<file path="src/hdl/prefix_code_bit_packer_defines.svh">
// Assertion helpers used by the packer RTL.
`ifndef PREFIX_CODE_BIT_PACKER_DEFINES_SVH
`define PREFIX_CODE_BIT_PACKER_DEFINES_SVH

// Same-cycle implication, checked outside reset.
`define PCBP_ASSERT_NOW(label, clk, rst, ante, cons) \
  label: assert property (@(posedge clk) disable iff (rst) (ante) |-> (cons)) \
    else $error("pcbp: same-cycle check failed");

// Next-cycle implication, checked outside reset.
`define PCBP_ASSERT_NEXT(label, clk, rst, ante, cons) \
  label: assert property (@(posedge clk) disable iff (rst) (ante) |=> (cons)) \
    else $error("pcbp: next-cycle check failed");

`endif

</file>
<file path="src/hdl/pcbp_pkg.sv">
`timescale 1ns / 1ps
package pcbp_pkg;

  // Running bit total width (saturating) and the width of the reported field
  localparam int TOTAL_WIDTH = 16;
  localparam int TOTAL_OUT_W = 16;

  // Code geometry: 2-bit group followed by up to 4 index bits
  localparam int CODE_W = 6;
  localparam int LEN_W  = 3;

  // Queue between classifier and packer
  localparam int FIFO_DEPTH = 4;
  localparam int FIFO_AW    = $clog2(FIFO_DEPTH);
  localparam int FIFO_CW    = $clog2(FIFO_DEPTH + 1);

  // Character range bounds
  localparam logic [7:0] CHR_A = 8'd97;   // a
  localparam logic [7:0] CHR_B = 8'd98;   // b
  localparam logic [7:0] CHR_C = 8'd99;   // c
  localparam logic [7:0] CHR_F = 8'd102;  // f
  localparam logic [7:0] CHR_G = 8'd103;  // g
  localparam logic [7:0] CHR_N = 8'd110;  // n
  localparam logic [7:0] CHR_O = 8'd111;  // o

  // Group numbers
  localparam logic [1:0] GRP_AB    = 2'd0;
  localparam logic [1:0] GRP_CF    = 2'd1;
  localparam logic [1:0] GRP_GN    = 2'd2;
  localparam logic [1:0] GRP_OTHER = 2'd3;

  // Classified letter waiting to be packed
  typedef struct packed {
    logic [CODE_W-1:0] code;
    logic [LEN_W-1:0]  len;
    logic              fin;
  } pcbp_entry_t;

  // One outgoing byte transaction
  typedef struct packed {
    logic [7:0]             byte_bits;
    logic [3:0]             count;
    logic                   msg_end;
    logic [TOTAL_OUT_W-1:0] total;
  } pcbp_result_t;

  // Queue status seen by its neighbors
  typedef struct packed {
    logic full;
    logic not_empty;
  } pcbp_qstat_t;

endpackage

</file>
<file path="src/hdl/prefix_code_bit_packer.sv">
`timescale 1ns / 1ps
// A taken letter enters the queue; the packer then pops it and registers any byte it completes.
// One letter per cycle while the queue has room; a two-byte flush holds the packer for both bytes.
// A 4-entry queue between classifier and packer absorbs output stalls.
// Reset (rst, synchronous): queue emptied, pending bits, bit count and running total cleared.
module prefix_code_bit_packer
  import pcbp_pkg::*;
(
  input  logic                   clk,
  input  logic                   rst,
  input  logic                   item_valid,
  output logic                   item_stall,
  input  logic [7:0]             letter,
  input  logic                   final_letter,
  output logic                   result_valid,
  input  logic                   result_stall,
  output logic [7:0]             packed_byte,
  output logic [3:0]             valid_count,
  output logic                   message_end,
  output logic [TOTAL_OUT_W-1:0] total_bits
);

  pcbp_qstat_t  qstat;
  pcbp_entry_t  push_entry;
  pcbp_entry_t  pop_entry;
  pcbp_result_t result;
  logic         push;
  logic         pop;

  pcbp_front u_front (
    .letter       (letter),
    .final_letter (final_letter),
    .item_valid   (item_valid),
    .item_stall   (item_stall),
    .qstat        (qstat),
    .push         (push),
    .push_entry   (push_entry)
  );

  pcbp_fifo u_fifo (
    .clk        (clk),
    .rst        (rst),
    .push       (push),
    .push_entry (push_entry),
    .pop        (pop),
    .pop_entry  (pop_entry),
    .qstat      (qstat)
  );

  pcbp_back u_back (
    .clk          (clk),
    .rst          (rst),
    .qstat        (qstat),
    .entry        (pop_entry),
    .pop          (pop),
    .result_valid (result_valid),
    .result_stall (result_stall),
    .result       (result)
  );

  assign packed_byte = result.byte_bits;
  assign valid_count = result.count;
  assign message_end = result.msg_end;
  assign total_bits  = result.total;

endmodule

</file>
<file path="src/hdl/pcbp_front.sv">
`timescale 1ns / 1ps
module pcbp_front
  import pcbp_pkg::*;
(
  input  logic        [7:0] letter,
  input  logic              final_letter,
  input  logic              item_valid,
  output logic              item_stall,
  input  pcbp_qstat_t       qstat,
  output logic              push,
  output pcbp_entry_t       push_entry
);

  logic [1:0] group;
  logic [3:0] index;
  logic [7:0] offs;

  // Map the character to group and index
  always_comb begin
    offs  = letter - CHR_O;
    group = GRP_OTHER;
    index = offs[3:0];
    case (letter) inside
      [CHR_A:CHR_B]: begin
        group = GRP_AB;
        index = 4'(letter - CHR_A);
      end
      [CHR_C:CHR_F]: begin
        group = GRP_CF;
        index = 4'(letter - CHR_C);
      end
      [CHR_G:CHR_N]: begin
        group = GRP_GN;
        index = 4'(letter - CHR_G);
      end
      default: begin
        group = GRP_OTHER;
        index = offs[3:0];
      end
    endcase
  end

  // Code is group bits then index bits, LSB first; length is group + 3
  always_comb begin
    push_entry.code = {index, group};
    push_entry.len  = LEN_W'({1'b0, group} + 3'd3);
    push_entry.fin  = final_letter;
  end

  assign item_stall = qstat.full;
  assign push       = item_valid && !qstat.full;

endmodule

</file>
<file path="src/hdl/pcbp_fifo.sv">
`timescale 1ns / 1ps
module pcbp_fifo
  import pcbp_pkg::*;
(
  input  logic        clk,
  input  logic        rst,
  input  logic        push,
  input  pcbp_entry_t push_entry,
  input  logic        pop,
  output pcbp_entry_t pop_entry,
  output pcbp_qstat_t qstat
);

  pcbp_entry_t          slots [FIFO_DEPTH];
  logic [FIFO_AW-1:0]   wr_ptr;
  logic [FIFO_AW-1:0]   rd_ptr;
  logic [FIFO_CW-1:0]   fill;

  function automatic logic [FIFO_AW-1:0] bump(input logic [FIFO_AW-1:0] p);
    return (p == FIFO_AW'(FIFO_DEPTH - 1)) ? '0 : p + 1'b1;
  endfunction

  assign qstat.full      = (fill == FIFO_CW'(FIFO_DEPTH));
  assign qstat.not_empty = (fill != '0);
  assign pop_entry       = slots[rd_ptr];

  // Pointers and occupancy
  always_ff @(posedge clk) begin
    if (rst) begin
      wr_ptr <= '0;
      rd_ptr <= '0;
      fill   <= '0;
    end else begin
      if (push) wr_ptr <= bump(wr_ptr);
      if (pop)  rd_ptr <= bump(rd_ptr);
      case ({push, pop})
        2'b10:   fill <= fill + 1'b1;
        2'b01:   fill <= fill - 1'b1;
        default: fill <= fill;
      endcase
    end
  end

  // Storage, no reset needed
  always_ff @(posedge clk) begin
    if (push) slots[wr_ptr] <= push_entry;
  end

endmodule

</file>
<file path="src/hdl/pcbp_back.sv">
`timescale 1ns / 1ps
`include "prefix_code_bit_packer_defines.svh"
module pcbp_back
  import pcbp_pkg::*;
(
  input  logic         clk,
  input  logic         rst,
  input  pcbp_qstat_t  qstat,
  input  pcbp_entry_t  entry,
  output logic         pop,
  output logic         result_valid,
  input  logic         result_stall,
  output pcbp_result_t result
);

  // Packing state
  logic [6:0]             pending_bits;
  logic [2:0]             pending_count;
  logic [TOTAL_WIDTH-1:0] bit_total;

  // Second byte of a flush that produced two transactions
  logic                   hold_valid;
  pcbp_result_t           hold;

  logic [12:0]            acc;
  logic [12:0]            acc2;
  logic [3:0]             n;
  logic [3:0]             n2;
  logic [TOTAL_WIDTH:0]   sum;
  logic [TOTAL_WIDTH-1:0] total_next;
  logic                   has_byte;
  logic                   has_tail;
  logic                   out_free;
  pcbp_result_t           r_byte;
  pcbp_result_t           r_tail;

  // Append the code to the pending bits and form the full byte and the final flush
  always_comb begin
    acc      = {6'd0, pending_bits} | (13'(entry.code) << pending_count);
    n        = {1'b0, pending_count} + {1'b0, entry.len};
    sum      = {1'b0, bit_total} + (TOTAL_WIDTH + 1)'(entry.len);
    total_next = sum[TOTAL_WIDTH] ? '1 : sum[TOTAL_WIDTH-1:0];
    has_byte = (n >= 4'd8);
    acc2     = has_byte ? (acc >> 8) : acc;
    n2       = has_byte ? (n - 4'd8) : n;
    has_tail = entry.fin && (n2 != 4'd0);

    r_byte.byte_bits = acc[7:0];
    r_byte.count     = 4'd8;
    r_byte.msg_end   = entry.fin && (n2 == 4'd0);
    r_byte.total     = TOTAL_OUT_W'(total_next);

    r_tail.byte_bits = acc2[7:0];
    r_tail.count     = n2;
    r_tail.msg_end   = 1'b1;
    r_tail.total     = TOTAL_OUT_W'(total_next);
  end

  assign out_free = !result_valid || !result_stall;
  assign pop      = qstat.not_empty && out_free && !hold_valid;

  // Control: state and output valids
  always_ff @(posedge clk) begin
    if (rst) begin
      pending_bits  <= '0;
      pending_count <= '0;
      bit_total     <= '0;
      result_valid  <= 1'b0;
      hold_valid    <= 1'b0;
    end else begin
      if (hold_valid) begin
        if (out_free) begin
          result_valid <= 1'b1;
          hold_valid   <= 1'b0;
        end
      end else if (pop) begin
        result_valid <= has_byte || has_tail;
        hold_valid   <= has_byte && has_tail;
        if (entry.fin) begin
          pending_bits  <= '0;
          pending_count <= '0;
          bit_total     <= '0;
        end else begin
          pending_bits  <= acc2[6:0];
          pending_count <= n2[2:0];
          bit_total     <= total_next;
        end
      end else if (out_free) begin
        result_valid <= 1'b0;
      end
    end
  end

  // Payload registers
  always_ff @(posedge clk) begin
    if (hold_valid) begin
      if (out_free) result <= hold;
    end else if (pop) begin
      result <= has_byte ? r_byte : r_tail;
      hold   <= r_tail;
    end
  end

  // A held second byte always sits behind a visible first one
  `PCBP_ASSERT_NOW(a_hold_behind_out, clk, rst, hold_valid, result_valid)
  // Byte bit counts stay within one byte
  `PCBP_ASSERT_NOW(a_count_range, clk, rst, result_valid,
                   (result.count != 4'd0) && (result.count <= 4'd8))
  // A final letter leaves the packer empty for the next message
  `PCBP_ASSERT_NEXT(a_fin_clears, clk, rst, pop && entry.fin,
                    (pending_count == 3'd0) && (bit_total == '0))

endmodule

</file>
<file path="config.mk">
export PLATFORM = sky130hd
export DESIGN_NAME = prefix_code_bit_packer
export DESIGN_NICKNAME = d
export VERILOG_FILES = /design/src/hdl/pcbp_pkg.sv /design/src/hdl/prefix_code_bit_packer.sv /design/src/hdl/pcbp_front.sv /design/src/hdl/pcbp_fifo.sv /design/src/hdl/pcbp_back.sv
export VERILOG_INCLUDE_DIRS = /design/src /design/src/hdl
export SDC_FILE = /design/constraint.sdc
export NUM_CORES = 1
export LEC_CHECK = 0
export CAP_MARGIN = 20
export CORE_MARGIN = 3
export CORE_UTILIZATION = 35
export CTS_CLUSTER_DIAMETER = 120
export CTS_CLUSTER_SIZE = 12
export DETAILED_ROUTE_END_ITERATION = 10
export DONT_BUFFER_PORTS = 1
export SLEW_MARGIN = 20
export SYNTH_ARGS = -nofsm -noshare
export SYNTH_HDL_FRONTEND = slang
export SYNTH_HIERARCHICAL = 1
export SYNTH_SLANG_ARGS = --single-unit
export TNS_END_PERCENT = 10
</file>
<file path="constraint.sdc">
create_clock -name clk -period 3.4 [get_ports clk]
set_input_delay 0.34 -clock clk [delete_from_list [all_inputs] [get_ports clk]]
set_output_delay 0.34 -clock clk [all_outputs]
set_load 0.02 [all_outputs]
</file>
==> impl_results.md, run 1 <==
- Worst vdd ir: 727.7 uV
- CTS Root Buffer Type: clkbuf_16
- RSZ-0062 raised after global routing: no
- Net Sw Frac: 0.3669
- GRT Residual Overflow: 0
- Num rows: 48
- Yosys top cell area share: 0.4567
- I/O pin cnt: 44
- Seq/Total Area, Yosys: 0.5729
- Clock share of power: 0.255
- CTS tree: yes
- Tmin final: 3118 ps
- Util after Layout: 0.4136
- Initial DRC Count: 356
- Slew Limit Fails: 0
- Via count: 4161
- # H-tree levels: 4
- Max_slew headroom: 0.3079
- Clock buffer count from CTS: 17
- Largest net degree at the start of global routing: 50
- Pwr Total: 7.251 mW
- Critical path peak fanout: 12
- Yosys top cell by area: edfxtp_1
- Flops & latches, synth: 134
- Reg power frac: 0.420
- Max-Cap Viols: 0
- Clock skew: 10.43 ps
- Setup crit end kind: flip-flop
- Hold Path Class: primary input to flip-flop
- Diode count: 0
- First drt pass iteration count: 4
- Vias per cell: 5.418
- CTS max path bufs: 2
- Antenna violations before repair: 0
- Worst skew pair latency: 420 ps
- Status: complete, no violations
- Worst slew pin tran: 1029 ps
- Post-route DRC violation count: 0
- Unique masters post-synth: 78
- Signal arrival time at the worst endpoint: 3280 ps
- CP Data Required Time: 3560 ps
- Number of flops mapped to enable cells by yosys: 97
- Cells after Synth: 523
- GRT Util Overall: 0.1358
- TNS Setup: 0 ps
- Initial core utilization: 0.3637
- P_sw: 2.661 mW
- Detailed-route wire length per cell: 17.04 um
- Die area: 19880 um^2
- Layout cells sized above 1: 0.1529
- Core area: 17540 um^2
- Vias in the first global route: 4125
- Final ANT Viol Nets: 0
- Fin crit share: 0.9171
- Combinational share of power: 0.325
- Synth-to-Final Area Change: 13.73%
- Final setup fails: 0
- Cell-internal power: 4.591 mW
- Die Ht: 141.0 um
- Final weighted congestion in routability-driven placement: 0.8373
- LEAKAGE: 2.529 nW
- CTS clk-pin slew, worst paths: 60 ps
- Clk sink count: 134
- YS warnings: 6
- Die extent in x: 141.0 um
- PwrDens: 999.8 nW/um^2
- DP HPWL: 8.824 mm
- Crit path kind: flip-flop to flip-flop
- Total Wirelength: 13.09 mm
- Synthesized net count: 555
- Max frequency: 0.3207 GHz
- Final Hold Viols: 0
- CP startpoint kind: flip-flop
- Ranking of synthesized cells by area: edfxtp_1, dfxtp_1, mux4_2
- First-pass GRT wire length: 21.42 mm
- Post-Syn Area: 6377 um^2
- Ys flop type: edfxtp_1
- Ys async rst share: 0
- Syn avg cell area: 12.19 um^2
- PortBufs: 0
- Nets: 562
==> critical path, stage by stage, from the launching register on <==
cell and delay (ps):
dfxtp_1 370, buf_4 170, mux4_2 520, ha_1 240
fa_1 420, a21oi_1 150, buf_4 170, nor4_4 90
buf_4 150, a211o_1 300, mux2_2 270
==> placed cells by master (no fill, tap or decap), types with 10 or more instances in the layout <==
cell type / netlist / layout
ha_1: 15 / 15
nor2_1: 35 / 35
nand3_1: 19 / 19
xnor2_1: 10 / 10
edfxtp_1: 97 / 97
inv_1: 30 / 30
mux4_2: 13 / 13
o22ai_1: 10 / 10
dfxtp_1: 37 / 37
nand2_1: 38 / 38
buf_4: 2 / 14
clkbuf_16: 0 / 17
mux2_2: 10 / 10
a21oi_1: 40 / 38
o21ai_0: 11 / 11
==> worst paths after layout <==
kind | startpoint | to | slack [ps] | cells after the start
min | rst | flip-flop | 20 | 1
max reg2reg | flip-flop | u_back/result[6] | 280 | 10
min reg2reg | u_back/bit_total[0] | u_back/bit_total[0] | 470 | 2
max | flip-flop | u_back/result[6] | 280 | 10
==> synth_stat cells (9+ instances only) <==
master    instances
inv_1            30
a21oi_1          40
o21ai_0          11
nand3_1          19
clkbuf_1         13
edfxtp_1         97
xnor2_1          10
nand2_1          38
ha_1             15
dfxtp_1          37
nor2_1           35
mux2_2           10
buf_2             9
mux4_2           13
o22ai_1          10
==> cells by family (layout without fill, tap and decap cells) <==
logic type,Yosys count,after routing,share of synthesized area
muxes,30,30,0.07455
AOI/OAI and AO/OA,127,127,0.1377
adders and majority gates,19,19,0.04199
other,1,1,0.0005880
DFF,134,134,0.5729
and+or+nand+nor,136,136,0.1103
xor gates and xnor gates,13,13,0.01785
buffers and inverters,63,83,0.04414
==> final cells by class <==
class                   instances  area, um^2
well taps                     225       281.5
fillers                      1653       10280
clock inverters                15       177.7
inverters                      34       130.1
clock buffers                  17       425.4
multi-input cells             326        2450
repair buffers                 17       135.1
flip-flops and latches        134        3654
==> power groups by stage <==
stage | sequential (mW) | clock (mW) | combinational [mW]
2_1_floorplan | 2.96 | 0 | 1.78
3_3_place_gp | 3.07 | 0 | 2.27
3_5_place_dp | 3.09 | 0 | 2.33
4_1_cts | 3.06 | 1.89 | 2.35
5_1_grt | 3.11 | 1.97 | 2.62
6_report | 3.05 | 1.85 | 2.36
==> state kept, by name, summed over array words and instances, names as in the netlist, named ones only <==
name	count
u_fifo/slots	40
u_back/hold_valid	1
u_back/hold	28
u_back/pending_count	3
u_fifo/rd_ptr	2
u_back/result_valid	1
u_back/bit_total	16
u_back/pending_bits	7
u_back/result	29
u_fifo/wr_ptr	2
u_fifo/fill	3
==> routing by layer <==
layer,vias up,wire (um),track usage
li1,1991,-,-
met1,2041,6334,0.1875
met2,114,5923,0.2059
met3,15,661,0.03833
met4,0,172,0.04742
met5,-,0,0
==> timing repair <==
| item | 4_1_cts | 5_1_grt |
|---|---|---|
| endpoints found under the setup margin | 0 | 1 |
| hold buffers | 1 | 2 |
| setup buffers | 0 | 4 |
| endpoints found under the hold margin | 13 | 5 |
| gates resized for setup | 0 | 0 |
==> through the flow <==
stage | hold WS (ps) | setup slack [ps] | instance area [um^2] | std cells
floorplan | 409.1 | 417.4 | 6377 | 523
detailed placement | 417.5 | 258.9 | 6586 | 729
global placement | 416.6 | 319.3 | 6586 | 729
global route | 4.225 | 90.88 | 7253 | 768
CTS | 0.7848 | 228.9 | 7199 | 762
finish | 24.97 | 281.9 | 7253 | 768
Power figures use the tool's default switching activity.
==> inputs of run 2 (changes only) <==
- PLACE_DENSITY_LB_ADDON: default -> 0.2
==> impl_results.md, run 2 (synthesis gave the netlist of run 1 again) <==
- Status: complete, no violations
- CP Data Required Time: 3560 ps
- TNS Setup: 0 ps
- Die Ht: 141.0 um
- Most frequent cells in the layout: edfxtp_1, a21oi_1, nand2_1
- Via count: 4147
- Num rows: 48
- GRT Util Overall: 0.1448
- Setup crit end kind: flip-flop
- Pwr Total: 7.362 mW
- Die area: 19880 um^2
- CTS max path bufs: 2
- Largest net degree at the start of global routing: 50
- Worst path cell trace: buf_4 -> mux4_2 -> fa_1 -> a21oi_1 -> buf_4 -> nor4_4 -> buf_4 -> a211o_1 -> mux2_2
- Final weighted congestion in routability-driven placement: 0.8609
- Detailed-route wire length per cell: 17.80 um
- WHS: 23.49 ps
- Initial core utilization: 0.3637
- Number of flip-flops in the largest register: 40
- Nets: 562
- Die extent in x: 141.0 um
- First drt pass iteration count: 4
- Resized Gates After CTS: 0
- Total Wirelength: 13.67 mm
- Setup WS pre-CTS: 256.7 ps
- Max frequency: 0.3207 GHz
- Core area: 17540 um^2
- R2r setup slk: 280 ps
- Slew Limit Fails: 0
- # fillers: 1658
- Initial DRC Count: 273
- Signal arrival time at the worst endpoint: 3280 ps
- Util after Layout: 0.4141
- PortBufs: 0
- Fin cells: 768
- Inst Count DP: 732
- Synth-to-Final Area Change: 13.87%
- CTS Root Buffer Type: clkbuf_16
- PwrDens: 1014 nW/um^2
- Final Hold Viols: 0
- Clock buffer count from CTS: 17
- Worst skew pair latency: 410 ps
- CTS tree: yes
- Worst slew pin tran: 1064 ps
- Max-Cap Viols: 0
- Most flop-heavy register: u_fifo/slots
- Antenna violations before repair: 0
- Worst Slack Setup Final: 281.4 ps
- CP max stage cell: mux4_2
- Crit path largest cell delay: 580 ps
- Final ANT Viol Nets: 0
- Tmin final: 3119 ps
- CTS clk-pin slew, worst paths: 60 ps
- Vias in the first global route: 4154
- Vias per cell: 5.400
- Max_slew headroom: 0.2905
- Post-route DRC violation count: 0
- Top delay family on crit path: multiplexers
- CP dominant cell by count: buf_4
- I/O pin cnt: 44
- # H-tree levels: 4
- Commonest non-fill, non-tap cell in the layout: edfxtp_1
- Fin crit share: 0.9172
- Post-DP Area: 6616 um^2
- Biggest regs: u_fifo/slots: 40 flops, u_back/result: 29 flops, u_back/hold: 28 flops
- LEAKAGE: 2.541 nW
- RSZ-0062 raised after global routing: no
- Hold Path Class: primary input to flip-flop
- Final instance area: 7262 um^2
- DP HPWL: 9.204 mm
- Crit path kind: flip-flop to flip-flop
- Diode count: 0
- Clock skew: 7.257 ps
- WP buf/inv: 3
- Final setup fails: 0
- Worst vdd ir: 478.3 uV
- First-pass GRT wire length: 22.41 mm
- Layout cells sized above 1: 0.1529
- Critical path peak fanout: 7
- CP startpoint kind: flip-flop
- Clk sink count: 134
- GRT Residual Overflow: 0
[run 2: cell types whose count changed in the layout (fill, tap and decap cells not counted)]
| cell | previous run | this run |
|---|---|---|
| clkinv_2 | 2 | 4 |
| clkinvlp_4 | 4 | 3 |
| clkinv_4 | 3 | 2 |
| dlygate4sd3_1 | 3 | 1 |
| a21oi_1 | 38 | 39 |
| a21oi_2 | 2 | 0 |
| clkbuf_1 | 0 | 1 |
| buf_4 | 14 | 16 |
| inv_6 | 2 | 0 |
| a21oi_4 | 0 | 1 |
| bufinv_16 | 3 | 4 |
[run 2: report_power, final]
group	switching [mW]	total, mW	internal [mW]
combinational	1.51	2.41	0.901
sequential	0.489	3.05	2.56
clock	0.677	1.90	1.22
[run 2: metal layers]
metal	GRT usage	wire, um
met3	0.03697	579
met5	0	0
met1	0.1808	5936
met2	0.2452	6917
met4	0.04895	238
[run 2: layout make-up]
class	instances	area, um^2	area share
clock buffer	18	429.2	0.05910
clock inverter	14	183.9	0.02533
inverter	34	130.1	0.01792
multi-input combinational	326	2454	0.3379
sequential	134	3654	0.5031
tap	225	281.5	0.03877
timing repair buffer	17	130.1	0.01792
[run 2: path summary, 6_finish.rpt]
kind	start	endpoint	cells after the start
worst max-delay path	flip-flop	u_back/result[6]	9
worst max register to register	flip-flop	u_back/result[6]	9
worst min register to register	u_back/pending_bits[2]	u_back/pending_bits[2]	1
worst min-delay path	final_letter	u_fifo/slots[0][0]	0
[run 2: what timing repair did]
item                       4_1_cts  5_1_grt
hold buffers                     1        0
buffers inserted                 0        3
hold endpoints to repair        13        0
setup endpoints to repair        0        4
==> inputs of run 3 (changes only) <==
- MAX_ROUTING_LAYER: default -> met4
==> impl_results.md, run 3 (synthesis gave the netlist of run 1 again) <==
- Status: complete, no violations
- Critical path peak fanout: 7
- I/O pin cnt: 44
- Worst slew pin tran: 1083 ps
- DP HPWL: 9.204 mm
- Die area: 19880 um^2
- CP dominant cell by count: buf_4
- Max frequency: 0.3204 GHz
- Slew Limit Fails: 0
- Biggest regs: u_fifo/slots: 40 flops, u_back/result: 29 flops, u_back/hold: 28 flops
- Nets: 562
- Signal arrival time at the worst endpoint: 3280 ps
- Pwr Total: 7.358 mW
- CP max stage cell: mux4_2
- Crit path largest cell delay: 580 ps
- Max_slew headroom: 0.2782
- CTS clk-pin slew, worst paths: 60 ps
- Fin crit share: 0.9179
- Setup WS pre-CTS: 256.7 ps
- Die Ht: 141.0 um
- CTS max path bufs: 2
- First-pass GRT wire length: 22.40 mm
- Vias per cell: 5.436
- Worst R2R End: u_back/result[6]
- Number of flip-flops in the largest register: 40
- # H-tree levels: 4
- Clock buffer count from CTS: 17
- Met3 Use GR: 0.03630
- Via count: 4175
- Post-route DRC violation count: 0
- Num rows: 48
- R2r worst-path depth: 9
- Diode count: 0
- PwrDens: 1013 nW/um^2
- CP startpoint kind: flip-flop
- Die extent in x: 141.0 um
- Largest net degree at the start of global routing: 50
- Met2 Track Usage GR: 0.2452
- Resized Gates After CTS: 0
- Layout cells sized above 1: 0.1529
- Core area: 17540 um^2
- GRT Util Overall: 0.1491
- Worst Slack Setup Final: 279.1 ps
- Worst skew pair latency: 410 ps
- Hold Path Class: primary input to flip-flop
- R2r setup slk: 280 ps
- Worst vdd ir: 478.9 uV
- Clk sink count: 134
- LEAKAGE: 2.541 nW
- Final setup fails: 0
- Most frequent cells in the layout: edfxtp_1, a21oi_1, nand2_1
- Crit path kind: flip-flop to flip-flop
- Antenna violations before repair: 0
- Hold_sp: final_letter
- Synth-to-Final Area Change: 13.87%
- First drt pass iteration count: 5
- Total Wirelength: 13.68 mm
- Tmin final: 3121 ps
- Final ANT Viol Nets: 0
- Final weighted congestion in routability-driven placement: 0.8747
- GRT Residual Overflow: 0
- Commonest non-fill, non-tap cell in the layout: edfxtp_1
- Max-Cap Viols: 0
- CTS tree: yes
- Vias in the first global route: 4152
- Worst path cell trace: buf_4 -> mux4_2 -> fa_1 -> a21oi_1 -> buf_4 -> nor4_4 -> buf_4 -> a211o_1 -> mux2_2
- TNS Setup: 0 ps
- Setup crit end kind: flip-flop
- Initial DRC Count: 262
- PortBufs: 0
- Clock skew: 7.436 ps
- Final Hold Viols: 0
- Util after Layout: 0.4141
- Hold Path Depth: 0
- Most flop-heavy register: u_fifo/slots
- Hold path endpoint: u_fifo/slots[0][0]
- Most Used Layer, Global Route: met2
- CP Data Required Time: 3560 ps
- Met1 usage: 0.1812
- RSZ-0062 raised after global routing: no
- CTS Root Buffer Type: clkbuf_16
- Initial core utilization: 0.3637
- Detailed-route wire length per cell: 17.81 um
[run 3: cell counts in the layout (fill, tap and decap cells not counted)]
Identical to the previous run, type by type.
[run 3: power by group]
| part | internal (mW) | switching, mW |
|---|---|---|
| sequential | 2.56 | 0.488 |
| combinational | 0.901 | 1.51 |
| clock | 1.22 | 0.675 |
[run 3: what timing repair did]
| item | 4_1_cts | 5_1_grt |
|---|---|---|
| hold endpoints to repair | 13 | 0 |
| hold buffers | 1 | 0 |
| buffers inserted | 0 | 3 |
| endpoints found under the setup margin | 0 | 4 |
[run 3: critical path: cells and delay by family, from the launching register on]
family                     cells  cell delay (ps)
DFF                            1              450
muxes                          2              850
adders and majority gates      1              510
and+or+nand+nor                1               70
buffers and inverters          3              510
AOI/OAI and AO/OA              2              480
[run 3: worst max path at each step]
stage                                    from           endpoint  slack [ps]
after floorplan           u_back/result_valid     u_fifo/fill[2]         420
after global placement              flip-flop  u_back/result[15]         290
after detailed placement            flip-flop  u_back/result[15]         260
after CTS                           flip-flop  u_back/result[15]         210
after global routing                flip-flop   u_back/result[6]         110
final                               flip-flop   u_back/result[6]         280
[run 3: cell type report]
cell class                      instances  area (um^2)
Clock inverter                         14        183.9
Clock buffer                           18        429.2
Sequential cell                       134         3654
Timing Repair Buffer                   17        130.1
Tap cell                              225        281.5
Fill cell                            1658        10270
Multi-Input combinational cell        326         2454
Inverter                               34        130.1
[run 3: metal layers]
| metal | vias up | part of all wire |
|---|---|---|
| li1 | 1984 | - |
| met1 | 2075 | 0.43 |
| met2 | 100 | 0.51 |
| met3 | 16 | 0.042 |
| met4 | 0 | 0.017 |
| met5 | - | 0 |
[run 3: per-stage QoR]
step | cell area [um^2] | hold WS (ps) | instances
floorplan | 6377 | 409.1 | 523
global placement | 6616 | 416.6 | 732
detailed placement | 6616 | 418.2 | 732
CTS | 7239 | 5.987 | 765
global route | 7262 | 2.688 | 768
finish | 7262 | 23.82 | 768
